[config.mk]
export PLATFORM = sky130hd
export DESIGN_NAME = motsa_merge
export DESIGN_NICKNAME = d
export VERILOG_FILES = /design/src/rtl/motsa_pkg.sv /design/src/rtl/motsa_merge.sv
export VERILOG_INCLUDE_DIRS = /design/src /design/src/rtl
export SDC_FILE = /design/constraint.sdc
export NUM_CORES = 1
export LEC_CHECK = 0
export BUFFER_PORTS_ARGS = -buffer_cell sky130_fd_sc_hd__buf_2
export CAP_MARGIN = 10
export CELL_PAD_IN_SITES_DETAIL_PLACEMENT = 0
export CELL_PAD_IN_SITES_GLOBAL_PLACEMENT = 1
export CORE_MARGIN = 5
export CORE_UTILIZATION = 40
export CTS_CLUSTER_DIAMETER = 120
export DETAILED_ROUTE_END_ITERATION = 8
export PLACE_DENSITY = 0.76
export SLEW_MARGIN = 0
export SYNTH_ARGS = -nofsm -noshare
export SYNTH_HDL_FRONTEND = slang
export SYNTH_SLANG_ARGS = --single-unit
[constraint.sdc]
create_clock -name clk -period 4.9 [get_ports clk]
set_input_delay 0.49 -clock clk [delete_from_list [all_inputs] [get_ports clk]]
set_output_delay 0.49 -clock clk [all_outputs]
set_load 0.02 [all_outputs]
[src/rtl/median_of_two_sorted_arrays_assert.svh]
// Assertion macros for the median block's RTL; only motsa_merge includes them.
// Each macro expects signals named clk and arst_n in the including scope.
`ifndef MEDIAN_OF_TWO_SORTED_ARRAYS_ASSERT_SVH
`define MEDIAN_OF_TWO_SORTED_ARRAYS_ASSERT_SVH

// antecedent implies consequent in the same cycle
`define MOTSA_ASSERT_SAME(label, ante, cons, msg) \
	label: assert property (@(posedge clk) disable iff (!arst_n) (ante) |-> (cons)) \
		else $error(msg);

// antecedent implies consequent in the following cycle
`define MOTSA_ASSERT_NEXT(label, ante, cons, msg) \
	label: assert property (@(posedge clk) disable iff (!arst_n) (ante) |=> (cons)) \
		else $error(msg);

`endif

[src/rtl/motsa_pkg.sv]
// Package for the median-of-two-sorted-lists block: transaction structs,
// action codes and sizing constants. No dependencies.
package motsa_pkg;

	localparam int DEFAULT_LIST_DEPTH = 1024;
	localparam int VALUE_W            = 32;
	localparam int RESULT_W           = VALUE_W + 1;
	localparam int ACTION_W           = 2;

	localparam logic [ACTION_W-1:0] ACT_LOAD_FIRST  = 2'd0;
	localparam logic [ACTION_W-1:0] ACT_LOAD_SECOND = 2'd1;
	localparam logic [ACTION_W-1:0] ACT_COMPUTE     = 2'd2;

	typedef struct packed {
		logic [ACTION_W-1:0]       action;
		logic signed [VALUE_W-1:0] value;
	} cmd_t;

	typedef struct packed {
		logic signed [RESULT_W-1:0] median_doubled;
		logic                       empty_error;
		logic                       overflow_seen;
	} res_t;

endpackage

[src/rtl/motsa_merge.sv]
// Merge walker: steps both list stores head by head, one merged element per
// cycle, and forms twice the median. Depends on motsa_pkg and the assert header.
`include "median_of_two_sorted_arrays_assert.svh"

module motsa_merge #(
	parameter int LIST_DEPTH = motsa_pkg::DEFAULT_LIST_DEPTH,
	localparam int ADDR_W = (LIST_DEPTH > 1) ? $clog2(LIST_DEPTH) : 1,
	localparam int CNT_W  = $clog2(LIST_DEPTH + 1)
) (
	input  logic                                 clk,
	input  logic                                 arst_n,
	input  logic                                 go,
	input  logic [CNT_W-1:0]                     n1,
	input  logic [CNT_W-1:0]                     n2,
	input  logic                                 dropped,
	output logic                                 busy,
	output logic [ADDR_W-1:0]                    rd_addr1,
	output logic [ADDR_W-1:0]                    rd_addr2,
	input  logic signed [motsa_pkg::VALUE_W-1:0] rd_data1,
	input  logic signed [motsa_pkg::VALUE_W-1:0] rd_data2,
	input  logic                                 out_free,
	output logic                                 done,
	output motsa_pkg::res_t                      result
);

	localparam int TOT_W = CNT_W + 1;

	typedef enum logic [1:0] {ST_IDLE, ST_WALK, ST_FINISH} state_t;

	state_t state_q;
	logic [CNT_W-1:0] n1_q, n2_q, a_q, b_q;
	logic [TOT_W-1:0] steps_q;
	logic             odd_q, empty_q, dropped_q;
	logic signed [motsa_pkg::VALUE_W-1:0] prev_q, last_q;

	logic [TOT_W-1:0] total;
	logic             take1;
	logic [CNT_W-1:0] a_nxt, b_nxt;
	logic signed [motsa_pkg::VALUE_W-1:0] pick;
	logic signed [motsa_pkg::RESULT_W-1:0] sum;

	assign total = {1'b0, n1} + {1'b0, n2};

	// first list wins while it has elements and either the second list is exhausted or its head is strictly smaller
	assign take1 = (a_q < n1_q) && ((b_q >= n2_q) || (rd_data1 < rd_data2));
	assign pick  = take1 ? rd_data1 : rd_data2;
	assign a_nxt = a_q + CNT_W'(take1);
	assign b_nxt = b_q + CNT_W'(!take1);

	// read the post-step heads so that they land on the next cycle
	always_comb begin
		if (state_q == ST_WALK) begin
			rd_addr1 = a_nxt[ADDR_W-1:0];
			rd_addr2 = b_nxt[ADDR_W-1:0];
		end else begin
			rd_addr1 = '0;
			rd_addr2 = '0;
		end
	end

	assign sum = odd_q ? {last_q, 1'b0}
	                   : (motsa_pkg::RESULT_W'(prev_q) + motsa_pkg::RESULT_W'(last_q));

	always_comb begin
		result.median_doubled = empty_q ? '0 : sum;
		result.empty_error    = empty_q;
		result.overflow_seen  = dropped_q;
	end

	assign done = (state_q == ST_FINISH) && out_free;
	assign busy = (state_q != ST_IDLE);

	always_ff @(posedge clk or negedge arst_n) begin
		if (!arst_n) begin
			state_q   <= ST_IDLE;
			n1_q      <= '0;
			n2_q      <= '0;
			a_q       <= '0;
			b_q       <= '0;
			steps_q   <= '0;
			odd_q     <= 1'b0;
			empty_q   <= 1'b0;
			dropped_q <= 1'b0;
			prev_q    <= '0;
			last_q    <= '0;
		end else begin
			unique case (state_q)
				ST_IDLE: begin
					if (go) begin
						n1_q      <= n1;
						n2_q      <= n2;
						a_q       <= '0;
						b_q       <= '0;
						steps_q   <= (total >> 1) + TOT_W'(1);
						odd_q     <= total[0];
						empty_q   <= (total == '0);
						dropped_q <= dropped;
						prev_q    <= '0;
						last_q    <= '0;
						state_q   <= (total == '0) ? ST_FINISH : ST_WALK;
					end
				end
				ST_WALK: begin
					a_q     <= a_nxt;
					b_q     <= b_nxt;
					prev_q  <= last_q;
					last_q  <= pick;
					steps_q <= steps_q - TOT_W'(1);
					if (steps_q == TOT_W'(1)) begin
						state_q <= ST_FINISH;
					end
				end
				ST_FINISH: begin
					if (out_free) begin
						state_q <= ST_IDLE;
					end
				end
				default: state_q <= ST_IDLE;
			endcase
		end
	end

	`MOTSA_ASSERT_SAME(a_walk_in_range, state_q == ST_WALK, (a_q <= n1_q) && (b_q <= n2_q), "merge pointer ran past its list")
	`MOTSA_ASSERT_SAME(a_step_has_head, state_q == ST_WALK, (a_q < n1_q) || (b_q < n2_q), "merge step with both lists exhausted")
	`MOTSA_ASSERT_SAME(a_go_when_idle, go, state_q == ST_IDLE, "compute started while walker busy")
	`MOTSA_ASSERT_NEXT(a_done_returns_idle, done, state_q == ST_IDLE, "walker did not return to idle after result")

endmodule

==> results.toml <==
[status]
status = "completed"

[floorplan]
start_util_pct = 40.4
fp.dieArea_um2 = 27700
row_count = 57
die_w_um = 166
die_y_um = 166
boundaryPins = 148
fp.coreArea_um2 = 24200

[timing]
tightest_slew_ns = 1.02
post-route-period-util_pct = 85.3
grt_setup_unrepaired = "false"
fin_crit_ns = 4.18
worst_hold_slack_ns = 0.0688
fmax_ghz = 0.239
finClkSkew_ns = 0.00980
setup-tns-final_ns = 0
slew-limit-headroom_pct = 31.7
setup_viol = 0
fin_ws_ns = 0.720
finalMaxSlewViolations = 0
finalHoldViolations = 0

[clock_network]
numCtsBuffers = 17
clk_pin_slew_worst_paths_ns = 0.06
cts_resized = 0
clockRootBuffer = "clkbuf_16"
cts_setup_buffers = 0
htreeDepth = 4
cts.sinks = 125
cts_tree = "yes"
clock_path_buffers = 2
cts_hold_buf = 0
clock_latency_ns = 0.42

[layout]
area_delta_synth_final_pct = 16.3
utilization_pct = 47.0
fin_nets = 1497
drive_above_1_share_pct = 15.9

[synth]
synth_top_area_share_pct = 31.9
ys_ff_latch = 125
synth_edf_count = 0
synthArstFlopShare_pct = 100
syn_avg_cell_area_um2 = 8.26
yosysWarnings = 0
synth_most_common_cell = "nand2_1"
synth_area_leader_cell = "dfrtp_1"
synth-main-ff-cell = "dfrtp_1"
synth_cell_types = 74
seq_area_frac_synth_pct = 31.9
synth_cells = 1186
synthTopCellsByCount = "nand2_1 (170), dfrtp_1 (125), o21ai_0 (115)"
syn_area_um2 = 9790
synth_area_leaders = "dfrtp_1 (32%), ha_1 (13%), nand2_1 (6.5%)"
syn_nets = 1381

[grt]
grt_pass1_wl_um = 47100
met3_usage_pct = 4.43
use_met1_pct = 28.1
grt_pass1_vias = 8859
grt_usage_pct = 20.8
overflow = 0
grt_use_met2_pct = 34.4
grt_max_degree = 68
antenna_found_initial = 8
top_usage_layer = "met2"

[drt]
ant_nets = 0
drc = 0
vias = 8953
drt_wl_total_um = 28900
wl_per_cell_um = 17.6
drt_pass1_iterations = 5
via_per_inst = 5.46
drtIter0Drc = 558

[critical_path]
crit_type = "reg2out"
path_buf_inv = 2
cp.arrival_ns = 3.69
start_kind = "flip-flop"
crit_path_start = "a_q[2]$_DFFE_PN0P_"
endpoint_kind = "primary output"
critical_path.top_delay_family = "compound AO/OA/AOI/OAI gates"
critical_path.most_common_cell = "ha_1"
crit_chain = "ha_1, a21o_1, a31oi_1, o211ai_1, a311oi_1, a21oi_1, inv_2, ha_1, ha_1, nand2_1, or3_1, a21oi_1, buf_2"
worst-path-max-fanout = 7
crit-reg2reg-launch = "a_q[2]$_DFFE_PN0P_"
max_stage_delay_ns = 0.47
worst_path_max_delay_cell = "dfrtp_1"
critPathRequiredTime_ns = 4.41

[pwr]
vdd_ir_drop_max_mv = 0.323
p_leak_nw = 5.55
pwr_density_cell_nw_per_um2 = 344
power.total_mw = 3.92

[placement]
post-dp-hpwl_um = 22000
gp_congestion = 0.842
pre_cts_slack_ns = 1.02
port_buffers = 147

[job]
drv_cap = 0

[min_path]
hp-class = "in2async"
[final cells by class]
| cell class | instances | area [um^2] |
|---|---|---|
| tap | 324 | 405 |
| clock buffer | 23 | 488 |
| inverter | 74 | 278 |
| antenna | 2 | 5.00 |
| fill | 2500 | 12900 |
| timing repair buffer | 157 | 813 |
| clock inverter | 7 | 135 |
| sequential | 125 | 3130 |
| multi-input combinational | 927 | 6130 |
[stage by stage]
step                      cells  instance area, um^2
after floorplan            1186                 9790
after global placement     1607                10800
after detailed placement   1607                10800
after CTS                  1637                11400
after global routing       1638                11400
final                      1639                11400
[path summary, 6_finish.rpt]
kind                       cells after the start  slack (ns)                endpoint
hold reg to reg                                2        0.47   dropped_q$_DFFE_PN0P_
setup reg to reg                              13        1.66      a_q[6]$_DFFE_PN0P_
setup / recovery                              13        0.72             rd_addr1[6]
hold / removal                                 1        0.07     n1_q[7]$_DFFE_PN0P_
min in group clk                               3        0.27   dropped_q$_DFFE_PN0P_
max in group asynchronous                      2        3.80  prev_q[13]$_DFFE_PN0P_
[cell families (layout without fill, tap and decap cells)]
logic type	count (synthesis)	count (layout)	share of synthesized area, %
and+or+nand+nor	404	404	19.3
AOI/OAI and AO/OA	344	344	22.5
buffers and inverters	134	261	5.58
DFF	125	125	31.9
adders and majority gates	104	104	13.4
xor gates and xnor gates	40	40	3.65
muxes	35	35	3.58
other	0	2	0
[cells in the final DEF (no fill, tap or decap), drive strengths merged, types with 5 or more instances in the layout]
master and count:
inv 74, o211ai 5, nand3 75, o21ai 136, nand2b 7, nor3 26
o21bai 11, clkbuf 23, a21o 39, a31oi 7, buf 157, a221oi 6
xnor2 25, xor2 15, and2 10, nor2 51, or3 13, and3 13
a211oi 17, nand2 170, ha 102, mux2i 35, nand4 19, dfrtp 125
o21a 9, o311ai 10, a21oi 76
[registers in the layout (all words and copies together), names as in the netlist]
| name | cells |
|---|---|
| a_q | 11 |
| b_q | 11 |
| dropped_q | 1 |
| empty_q | 1 |
| last_q | 32 |
| n1_q | 11 |
| n2_q | 11 |
| odd_q | 1 |
| prev_q | 32 |
| state_q | 2 |
| steps_q | 12 |
[report_power, final]
part	internal (mW)	switching, mW	total (mW)
Combinational	0.519	0.775	1.29
Clock	0.897	0.444	1.34
Sequential	1.14	0.142	1.29
Total	2.56	1.36	3.92
[metal layers]
metal / wire length (um) / part of all wire [%] / up-vias
met4: 349 / 1.2 / 10
li1: - / - / 4497
met2: 13500 / 47 / 178
met1: 13600 / 47 / 4236
met5: 80 / 0.28 / -
met3: 1390 / 4.8 / 32
Note: power is estimated with default switching activity, not from simulation.
